`src/stf_pkg.sv`:
```
package stf_pkg;

   localparam int MODES = 64;
   localparam int MODE_W = (MODES > 1) ? $clog2(MODES) : 1;
   localparam int CORDIC_STEPS = 24;
   localparam logic signed [32:0] CORDIC_X0 = 33'sd652032874;
   localparam int DB_W = 48;
   localparam logic signed [39:0] FRAC_POINT_TWO = 40'sd13107;
   localparam logic signed [39:0] FRAC_ROUND = 40'sd32768;

   localparam logic CMD_WRITE = 1'b0;
   localparam logic CMD_QUERY = 1'b1;

   localparam logic [3:0] SEL_KX = 4'd0;
   localparam logic [3:0] SEL_KY = 4'd1;
   localparam logic [3:0] SEL_KZ = 4'd2;
   localparam logic [3:0] SEL_OFF = 4'd3;
   localparam logic [3:0] SEL_CAX = 4'd4;
   localparam logic [3:0] SEL_CAY = 4'd5;
   localparam logic [3:0] SEL_CAZ = 4'd6;
   localparam logic [3:0] SEL_SAX = 4'd7;
   localparam logic [3:0] SEL_SAY = 4'd8;

   localparam logic [2:0] CSR_B0_X = 3'd0;
   localparam logic [2:0] CSR_B0_Y = 3'd1;
   localparam logic [2:0] CSR_B0_Z = 3'd2;
   localparam logic [2:0] CSR_U0_X = 3'd3;
   localparam logic [2:0] CSR_U0_Y = 3'd4;
   localparam logic [2:0] CSR_U0_Z = 3'd5;
   localparam logic [2:0] CSR_SHOCK_X = 3'd6;

   typedef enum logic [2:0] {
      S_IDLE,
      S_READ,
      S_KMUL,
      S_ROT,
      S_AMUL,
      S_FIN
   } state_type;

   typedef struct packed {
      logic              en;
      logic [MODE_W-1:0] addr;
      logic [3:0]        sel;
      logic [31:0]       value;
   } mem_wr_type;

   typedef struct packed {
      logic [31:0] kx;
      logic [31:0] ky;
      logic [31:0] kz;
      logic [31:0] off;
      logic [23:0] cax;
      logic [23:0] cay;
      logic [23:0] caz;
      logic [23:0] sax;
      logic [23:0] say;
   } mode_coef_type;

   typedef struct packed {
      logic        load;
      logic        step;
      logic [4:0]  idx;
      logic [31:0] phase;
   } cordic_ctl_type;

   function automatic logic [31:0] atan_turn(input logic [4:0] idx);
      logic [31:0] r;
      case (idx)
         5'd0:  r = 32'h20000000;
         5'd1:  r = 32'h12E4051E;
         5'd2:  r = 32'h09FB385B;
         5'd3:  r = 32'h051111D4;
         5'd4:  r = 32'h028B0D43;
         5'd5:  r = 32'h0145D7E1;
         5'd6:  r = 32'h00A2F61E;
         5'd7:  r = 32'h00517C55;
         5'd8:  r = 32'h0028BE53;
         5'd9:  r = 32'h00145F2F;
         5'd10: r = 32'h000A2F98;
         5'd11: r = 32'h000517CC;
         5'd12: r = 32'h00028BE6;
         5'd13: r = 32'h000145F3;
         5'd14: r = 32'h0000A2FA;
         5'd15: r = 32'h0000517D;
         5'd16: r = 32'h000028BE;
         5'd17: r = 32'h0000145F;
         5'd18: r = 32'h00000A30;
         5'd19: r = 32'h00000518;
         5'd20: r = 32'h0000028C;
         5'd21: r = 32'h00000146;
         5'd22: r = 32'h000000A3;
         5'd23: r = 32'h00000051;
         default: r = 32'h0;
      endcase
      return r;
   endfunction

endpackage

```
`src/stf_cordic.sv`:
```
module stf_cordic (
   input  logic                   clock,
   input  stf_pkg::cordic_ctl_type ctl,
   output logic signed [31:0]     cos_out,
   output logic signed [31:0]     sin_out
);
   import stf_pkg::*;

   logic signed [32:0] x_ff, x_in;
   logic signed [32:0] y_ff, y_in;
   logic signed [33:0] z_ff, z_in;
   logic               neg_ff, neg_in;
   logic               fold;
   logic [31:0]        p;
   logic signed [32:0] dx, dy;
   logic signed [33:0] at;

   always_comb begin
      // fold into [-1/4, 1/4) turn, negate both outputs afterwards
      fold = (ctl.phase[31:30] == 2'd1) || (ctl.phase[31:30] == 2'd2);
      p = fold ? (ctl.phase + 32'h8000_0000) : ctl.phase;
      dx = y_ff >>> ctl.idx;
      dy = x_ff >>> ctl.idx;
      at = signed'({2'b00, atan_turn(ctl.idx)});
      x_in = x_ff;
      y_in = y_ff;
      z_in = z_ff;
      neg_in = neg_ff;
      if (ctl.load) begin
         x_in = CORDIC_X0;
         y_in = '0;
         z_in = 34'(signed'(p));
         neg_in = fold;
      end else if (ctl.step) begin
         if (z_ff >= 0) begin
            x_in = x_ff - dx;
            y_in = y_ff + dy;
            z_in = z_ff - at;
         end else begin
            x_in = x_ff + dx;
            y_in = y_ff - dy;
            z_in = z_ff + at;
         end
      end
   end

   always_ff @(posedge clock) begin
      x_ff <= x_in;
      y_ff <= y_in;
      z_ff <= z_in;
      neg_ff <= neg_in;
   end

   assign cos_out = neg_ff ? 32'(-x_ff) : 32'(x_ff);
   assign sin_out = neg_ff ? 32'(-y_ff) : 32'(y_ff);

endmodule
```
`config.mk`:
```
export PLATFORM = sky130hd
export DESIGN_NAME = stf_cordic
export DESIGN_NICKNAME = d
export VERILOG_FILES = /design/src/stf_pkg.sv /design/src/stf_cordic.sv
export SDC_FILE = /design/constraint.sdc
export NUM_CORES = 1
export LEC_CHECK = 0
export BUFFER_PORTS_ARGS = -buffer_cell sky130_fd_sc_hd__buf_2
export CAP_MARGIN = 20
export CORE_MARGIN = 2
export CORE_UTILIZATION = 55
export DETAILED_ROUTE_END_ITERATION = 16
export GPL_TIMING_DRIVEN = 0
export PLACE_DENSITY = 0.73
export REMOVE_ABC_BUFFERS = 1
export SLEW_MARGIN = 20
export SYNTH_ARGS = -nofsm -noshare
export SYNTH_HDL_FRONTEND = slang
export SYNTH_SLANG_ARGS = --single-unit
```
`constraint.sdc`:
```
create_clock -name clock -period 7.6 [get_ports clock]
set_input_delay 1.52 -clock clock [delete_from_list [all_inputs] [get_ports clock]]
set_output_delay 1.52 -clock clock [all_outputs]
set_load 0.01 [all_outputs]
```
# Word-level counts from Yosys, hierarchy flattened
# Memory sizes are Yosys's and may differ from the RTL's.
# Cells that the tools add are included.
# totals
memories	1
regBits	101
output_inout_bits	64
inputBits	40
rom_bits	960
# classes
n_mux	8
n_shift	2
order_cmp	1
addsub	9
n_eq_ne	2
reduce_logical	2
# mem_list
name	depth	width	rd	rd_ports_with_merged_regs	write_ports	line_no	text
(no name shown)	32	30	1	0	0	stf_pkg.sv:69	case (idx)
# ops
cell	count
two-way mux 34 bit	3
two-way mux 32 bit	3
adder 33 bit	2
two-way mux 33 bit	2
>>> shifter 33 x 5 -> 33 bit	2
subtractor 33 bit	2
negator 32 bit	2
adder 34 x 33 -> 34 bit	1
>= comparator 34 x 1 -> 1 bit, second input constant	1
subtractor 34 x 33 -> 34 bit	1
adder 32 bit, second input constant	1
equality test 2 x 1 -> 1 bit, second input constant	1
equality test 2 bit, second input constant	1
nonzero test 2 bit	1
logical OR 1 bit	1

# Depth between registers and ports, before layout
# Gate-level depths: netlist of run 1.
# An unclocked memory read counts as a cell.
# logic_depth
depth_word	5
mapped_depth	32
mapped_depth_nobuf	26

# Worst setup path before layout of run 1
# Ideal clock, no wire load.
# synth_timing
kind	input port to flip-flop
start	input port ctl[36] in the netlist's numbering
end	register y_ff[29]
setup_time_ns	0.060
stages	28
required_time_ns	7.540
slack_ns	-0.350
arrival_time_ns	7.890
n_path_buf	9
path_cell_list	clkbuf_1 -> buf_1 -> clkbuf_1 -> clkbuf_1 -> buf_1 -> clkbuf_1 -> buf_1 -> buf_1 -> o21a_1 -> ha_1 -> inv_1 -> a2111oi_0 -> and2_1 -> nand2_1 -> o21a_1 -> xor2_1 -> ha_1 -> clkbuf_1 -> a211oi_1 -> nand2_1 -> a2111oi_0 -> nor4b_1 -> a21oi_1 -> o311ai_0 -> o21ai_0 -> nand2b_1 -> a2111oi_0 -> a221o_1
# synth_between
elab_chain_len	3
# synth_lines
item	line_no	text
start: declaration	stf_cordic.sv:3	input stf_pkg::cordic_ctl_type ctl,
>>> shifter 33 x 5 -> 33 bit (*)	stf_cordic.sv:23	dy = x_ff >>> ctl.idx;
subtractor 33 bit or adder 33 bit (tied branches)	stf_cordic.sv:41, stf_cordic.sv:37	
two-way mux 33 bit (*)	stf_cordic.sv:35	if (z_ff >= 0) begin
end signal: assignment	stf_cordic.sv:49	y_ff <= y_in;
end: declaration	stf_cordic.sv:10	logic signed [32:0] y_ff, y_in;
# Every way passes the cells marked *; elsewhere a longest branch is shown, timed or not.
# A chain may end at the register's enable or synchronous reset.

# Worst setup path after layout of run 1
# layout_timing
start	input port ctl[32] in the netlist's numbering
end	register y_ff[32]
# The elaborated chain is that of the path after synthesis.

==> impl_metrics.py, run 1 <==
metrics = {
    "run_status": {
        "status": "completed",
    },
    "critical_path": {
        "setup.worst_path.class": "in -> reg",
        "start_kind": "primary input",
        "crit_fanout": 46,
        "crit_required_ns": 7.88,
        "arrival_ns": 7.64,
        "crit_path_end_kind": "flop",
    },
    "floorplanning": {
        "die_area_um2": 32200,
        "dieHeight_um": 180,
        "ioPinCount": 104,
        "chipWidth_um": 180,
        "start_util": 0.556,
        "rows": 64,
        "core_area_um2": 30500,
    },
    "global_route": {
        "grt_max_degree": 77,
        "grt_pass1_wl_mm": 90.7,
        "grt_remaining_overflow": 0,
        "grt_pass1_vias": 15900,
        "grt_usage": 0.352,
        "antenna_found_initial": 1,
    },
    "sta": {
        "setup_viol_count_final": 0,
        "min_period_ns": 7.36,
        "tightest_slew_ns": 1.18,
        "tns_ns": 0,
        "clock.fmax_mhz": 136,
        "timing_max_transition_violations_final": 0,
        "period_share": 0.968,
        "fin_ws_ns": 0.245,
        "maxSlewHeadroom": 0.209,
        "skew_ns": 0.0198,
        "hold_ws_ns": 0.527,
        "hold_viol_final": 0,
    },
    "route": {
        "vias": 17300,
        "drtIter0Drc": 1918,
        "drt-pass1-iter-count": 6,
        "drc": 0,
        "drt-total-wl_mm": 58.8,
        "routedWlPerCell_um": 23.0,
        "viasPerCell": 6.75,
        "drtAntennaViolNets": 0,
    },
    "cells_and_area": {
        "layout_common_cells": "nand2_1 (247), o21ai_0 (175), nor2_1 (169)",
        "syn_to_final_growth_pct": 7.96,
        "final_util": 0.600,
        "nNetsFinal": 2307,
        "layout_commonest_cell": "nand2_1",
        "fin_cells": 2557,
        "drive_gt1_frac": 0.150,
        "finalInstanceArea_um2": 18300,
    },
    "placement": {
        "post-place-cells": 2526,
        "numPortBuffers": 103,
        "place.gp.congestion": 0.986,
        "dpl-instance-area_um2": 17600,
        "preCtsSetupSlack_ns": -1.48,
        "hpwl_mm": 43.2,
    },
    "power_and_ir_drop": {
        "p_total_mw": 8.33,
        "leakage_nw": 7.46,
        "ir_drop_mv": 0.239,
        "powerDensity_nw_per_um2": 455,
    },
    "clocking": {
        "tritoncts.num_buffers": 9,
        "cts_tree": "yes",
        "clkTransAtPathRegs_ns": 0.09,
        "cts_max_path_buffers": 2,
        "htree_levels": 3,
        "clock_sinks": 101,
        "cts-root-buf": "clkbuf_16",
        "clock_latency_ns": 0.40,
    },
    "synth": {
        "ys.flop_type": "dfxtp_1",
        "syn_inst": 2185,
        "synth_edf_count": 35,
        "syn_area_um2": 17000,
        "ys_warn_count": 0,
        "avgSynthCellArea_um2": 7.76,
        "ys_types": 90,
        "async_flop_share": 0,
        "ys_seq_area_frac": 0.140,
        "synth.ff_latch_count": 101,
    },
    "hold_path": {
        "hold_path.class": "reg -> reg",
    },
    "run": {
        "maxCapViolCount": 0,
    },
}
-- timing repair --
action | 4_1_cts | 5_1_grt
endpoints found under the setup margin | 36 | 20
setup buffers | 5 | 4
pin swaps | 2 | 4
gates resized for setup | 23 | 30
gates cloned | 2 | 3
hold buffers | 0 | 0
-- state kept, by name (all words and copies together), names as in the netlist --
| name | flops |
|---|---|
| neg_ff | 1 |
| y_ff | 33 |
| x_ff | 33 |
| z_ff | 34 |
-- final cells by class --
cell class | count | area (µm²)
Multi-Input combinational cell | 1853 | 13800
Sequential cell | 101 | 2370
Inverter | 56 | 216
Antenna cell | 1 | 2.50
Clock inverter | 6 | 60.1
Timing Repair inverter | 1 | 7.51
Clock buffer | 10 | 250
Timing Repair Buffer | 133 | 1060
Tap cell | 396 | 495
Fill cell | 2793 | 12200
-- synthesized netlist by cell type, drive strengths merged, types with 65 or more instances --
cell | n | area [µm²]
xnor2 | 139 | 1220
a21oi | 155 | 776
clkbuf | 110 | 414
dfxtp | 66 | 1320
nor2 | 173 | 649
buf | 65 | 339
o21ai | 182 | 911
nand2 | 249 | 935
ha | 109 | 1360
xor2 | 83 | 727
mux2i | 74 | 741
mux4 | 75 | 1690
-- per-layer routing --
layer  vias up  global-route usage  wire [µm]
li1       8000                   -          -
met3       137              0.0612       4830
met5         -                   0          0
met4         0               0.146       2660
met1      8263               0.459      24000
met2       865               0.578      27300
-- logic make-up after synthesis --
family / share of synthesized area
and+or+nand+nor: 0.185
AOI/OAI and AO/OA: 0.254
buffers and inverters: 0.0568
xor gates and xnor gates: 0.115
muxes: 0.165
adders and majority gates: 0.0840
DFF: 0.140
-- critical path, stage by stage --
cell and delay [ns]:
buf_16 0.25, buf_16 0.22, mux4_2 0.58, mux2_2 0.29, o221a_1 0.35, or2_1 0.31, or3_4 0.39, or4_4 0.59
or3b_4 0.45, a21oi_1 0.19, a21oi_1 0.11, xnor2_1 0.19, ha_1 0.39, nand4_1 0.11, nor2_1 0.21, nand2_1 0.12
nor2_1 0.14, a2111oi_2 0.08, o21ai_0 0.29, a21oi_1 0.08, a31oi_1 0.21, xor2_1 0.22, a21oi_1 0.10, a31o_1 0.20
-- path summary, 6_finish.rpt --
| check | startpoint | endpoint | slack (ns) | depth (start not counted) |
|---|---|---|---|---|
| worst max-delay path | ctl[32] | y_ff[32] | 0.24 | 24 |
| worst min-delay path | x_ff[0] | x_ff[0] | 0.53 | 2 |
| worst max register to register | y_ff[32] | x_ff[32] | 1.19 | 20 |
| worst min register to register | x_ff[0] | x_ff[0] | 0.53 | 2 |
-- power by group --
group          switching (mW)  internal [mW]  leakage (nW)  total (mW)
Combinational            3.65           2.91          6.40        6.56
Clock                   0.253          0.250         0.152       0.503
Sequential              0.446          0.826         0.907        1.27
Total                    4.35           3.99          7.46        8.33
(Power assumes the default switching activity.)
==> inputs of run 2 (changes only) <==
- ABC_AREA: default -> 1
==> run 2 against run 1 <==
Core utilization shrank 1.3 points. Highest routed layer unchanged. Final cell count grew 31%. Synthesized cell count grew 35%. Count of clock-buffer cells in the layout is the same. Largest cell class unchanged. Critical path type unchanged. Design area shrank 2.4%. Total power grew 7.3%. Largest power group unchanged.
==> impl_metrics.py, run 2 <==
metrics = {
    "run_status": {
        "status": "completed",
    },
    "cells_and_area": {
        "nNetsFinal": 3105,
        "syn_to_final_growth_pct": 5.64,
        "drive_gt1_frac": 0.0879,
        "layout_common_cells": "nand2_1 (845), nand3_1 (342), inv_1 (308)",
        "fin_cells": 3354,
        "reg_top3": "z_ff x34, x_ff x33, y_ff x33",
        "layout_commonest_cell": "nand2_1",
        "num_antenna_cells": 0,
        "regMostFlops": "z_ff",
        "final_util": 0.587,
        "largest_reg_flops": 34,
    },
    "synth": {
        "ys_types": 64,
        "avgSynthCellArea_um2": 5.73,
        "synth_top_family_by_area": "simple AND/OR/NAND/NOR gates",
        "synth.ff_latch_count": 101,
        "async_flop_share": 0,
        "synth_mux_area_frac": 0,
        "synth_edf_count": 35,
        "synthXorXnorAreaFrac": 0.0922,
        "syn_inst": 2950,
        "synth_common_cells": "nand2_1 (845), nand3_1 (342), inv_1 (309), nor2_1 (278), a21oi_1 (189)",
        "synth_top_area_frac": 0.188,
        "ys_top_cells_by_area": "nand2_1 (19%), nand3_1 (10%), ha_1 (8.1%)",
        "ys_seq_area_frac": 0.140,
        "syn_area_um2": 16900,
        "ys.flop_type": "dfxtp_1",
        "synth_top_cell_by_area": "nand2_1",
        "synthAdderAreaFrac": 0.0842,
        "yosys.area_share.simple": 0.411,
        "synth_most_common_cell": "nand2_1",
        "synth_compound_area_frac": 0.161,
        "ys_warn_count": 0,
    },
    "critical_path": {
        "cp_top_family": "compound AO/OA/AOI/OAI gates",
        "arrival_ns": 7.36,
        "cpMaxStageDelayCell": "buf_4",
        "crit_fanout": 77,
        "regToRegStartpoint": "x_ff[17]",
        "path_common_cell": "nand2_1",
        "crit_path_end_kind": "flop",
        "setup.worst_path.class": "in -> reg",
        "start_kind": "primary input",
        "slowest_delay_ns": 0.64,
        "crit_start": "ctl[34]",
        "crit_required_ns": 7.86,
        "path_buf_inv": 7,
    },
    "placement": {
        "post-place-cells": 3337,
        "preCtsSetupSlack_ns": -0.650,
        "place.gp.congestion": 1.01,
        "hpwl_mm": 44.8,
        "numPortBuffers": 103,
    },
    "sta": {
        "hold_viol_final": 0,
        "tightest_slew_ns": 1.09,
        "min_period_ns": 7.10,
        "timing_max_transition_violations_final": 0,
        "maxSlewHeadroom": 0.270,
        "rsz0062_at_grt": "no",
        "fin_ws_ns": 0.500,
        "skew_ns": 0.00795,
        "clock.fmax_mhz": 141,
        "period_share": 0.934,
        "setup_viol_count_final": 0,
    },
    "hold_path": {
        "min-delay-start": "y_ff[3]",
        "hold_path.class": "reg -> reg",
    },
    "floorplanning": {
        "start_util": 0.556,
        "dieHeight_um": 179,
        "die_area_um2": 32200,
        "ioPinCount": 104,
        "rows": 64,
        "core_area_um2": 30400,
        "chipWidth_um": 179,
    },
    "global_route": {
        "grt_remaining_overflow": 0,
        "antenna_found_initial": 0,
        "grt_max_degree": 78,
        "grt_usage": 0.358,
        "grt_pass1_wl_mm": 90.8,
        "grt_pass1_vias": 17500,
    },
    "run": {
        "maxCapViolCount": 0,
    },
    "route": {
        "drtIter0Drc": 1788,
        "viasPerCell": 5.82,
        "drt-pass1-iter-count": 6,
        "drc": 0,
        "routedWlPerCell_um": 17.3,
        "drtAntennaViolNets": 0,
        "drt-total-wl_mm": 57.9,
        "vias": 19500,
    },
    "power_and_ir_drop": {
        "powerDensity_nw_per_um2": 500,
        "ir_drop_mv": 0.334,
        "internal-power_mw": 3.72,
        "netSwitchingFraction": 0.584,
        "p_seq_frac": 0.138,
        "power_frac_comb": 0.806,
        "leakage_nw": 9.39,
        "power.switching_mw": 5.22,
        "clock_power_share": 0.055,
    },
    "clocking": {
        "clock_latency_ns": 0.39,
        "htree_levels": 3,
        "post_cts_buffers": 0,
        "cts-root-buf": "clkbuf_16",
        "clkTransAtPathRegs_ns": 0.08,
        "tritoncts.num_buffers": 9,
        "clock_sinks": 101,
        "cts_tree": "yes",
        "cts_max_path_buffers": 2,
    },
}
## run 2: changes by cell type after synthesis, sizes merged, moves of 75 or more
| cell | delta |
|---|---|
| mux4 | -75 |
| nand2 | +618 |
| nor2 | +117 |
| inv | +282 |
| xnor2 | -85 |
| nand3 | +317 |
## run 2: repair_timing
| action | 4_1_cts | 5_1_grt |
|---|---|---|
| endpoints found under the setup margin | 9 | 47 |
| pin swaps | 0 | 0 |
| hold buffers | 0 | 0 |
| gates resized for setup | 1 | 4 |
## run 2: cells by family (layout without fill, tap and decap cells)
kind of cell / after synthesis / count (layout)
flip-flops: 101 / 101
AO/OA/AOI/OAI: 478 / 478
buffers and inverters: 464 / 472
AND/OR/NAND/NOR: 1617 / 1617
XOR/XNOR: 178 / 178
adder cells (fa/ha/maj): 112 / 112
## run 2: area by class of cell
type / instances / area (µm²)
multi-input combinational: 2385 / 12700
fill: 3133 / 12600
timing repair buffer: 113 / 722
sequential: 101 / 2370
tap: 396 / 495
clock inverter: 6 / 53.8
clock buffer: 10 / 239
inverter: 343 / 1300
## run 2: metrics by stage
stage	area [µm²]	TNS [ns]	power, mW	hold WS, ns
3_3_place_gp	17300	-49.13	8.09	0.548
3_5_place_dp	17500	-12.17	8.25	0.559
6_report	17900	0	8.94	0.575
4_1_cts	17800	0	8.80	0.571
5_1_grt	17900	0	9.86	0.609
2_1_floorplan	16300	0	6.44	0.517
## run 2: power by group through the flow
stage               registers [mW]  clock network, mW  logic (mW)
finish                        1.24              0.496        7.21
global route                  1.27              0.523        8.07
CTS                           1.23              0.509        7.06
detailed placement            1.23                  0        7.02
global placement              1.28                  0        6.82
floorplan                     1.12                  0        5.32
## run 2: layer usage
| layer | routed length (µm) | vias up | track usage |
|---|---|---|---|
| li1 | - | 9661 | - |
| met1 | 25400 | 8987 | 0.470 |
| met2 | 26300 | 776 | 0.592 |
| met3 | 4470 | 107 | 0.0652 |
| met4 | 1680 | 0 | 0.116 |
| met5 | 0 | - | 0 |
## run 2: tightest hold or removal path, stage by stage, from the launching register on
cell and delay [ns]:
dfxtp_1 0.34, inv_2 0.10, o22ai_1 0.09
## run 2: final timing paths
path                                  to  slack (ns)  depth (start not counted)
worst max-delay path            y_ff[27]        0.50                         32
worst min-delay path             y_ff[3]        0.57                          2
worst max register to register  y_ff[27]        2.30                         30
worst min register to register   y_ff[3]        0.57                          2
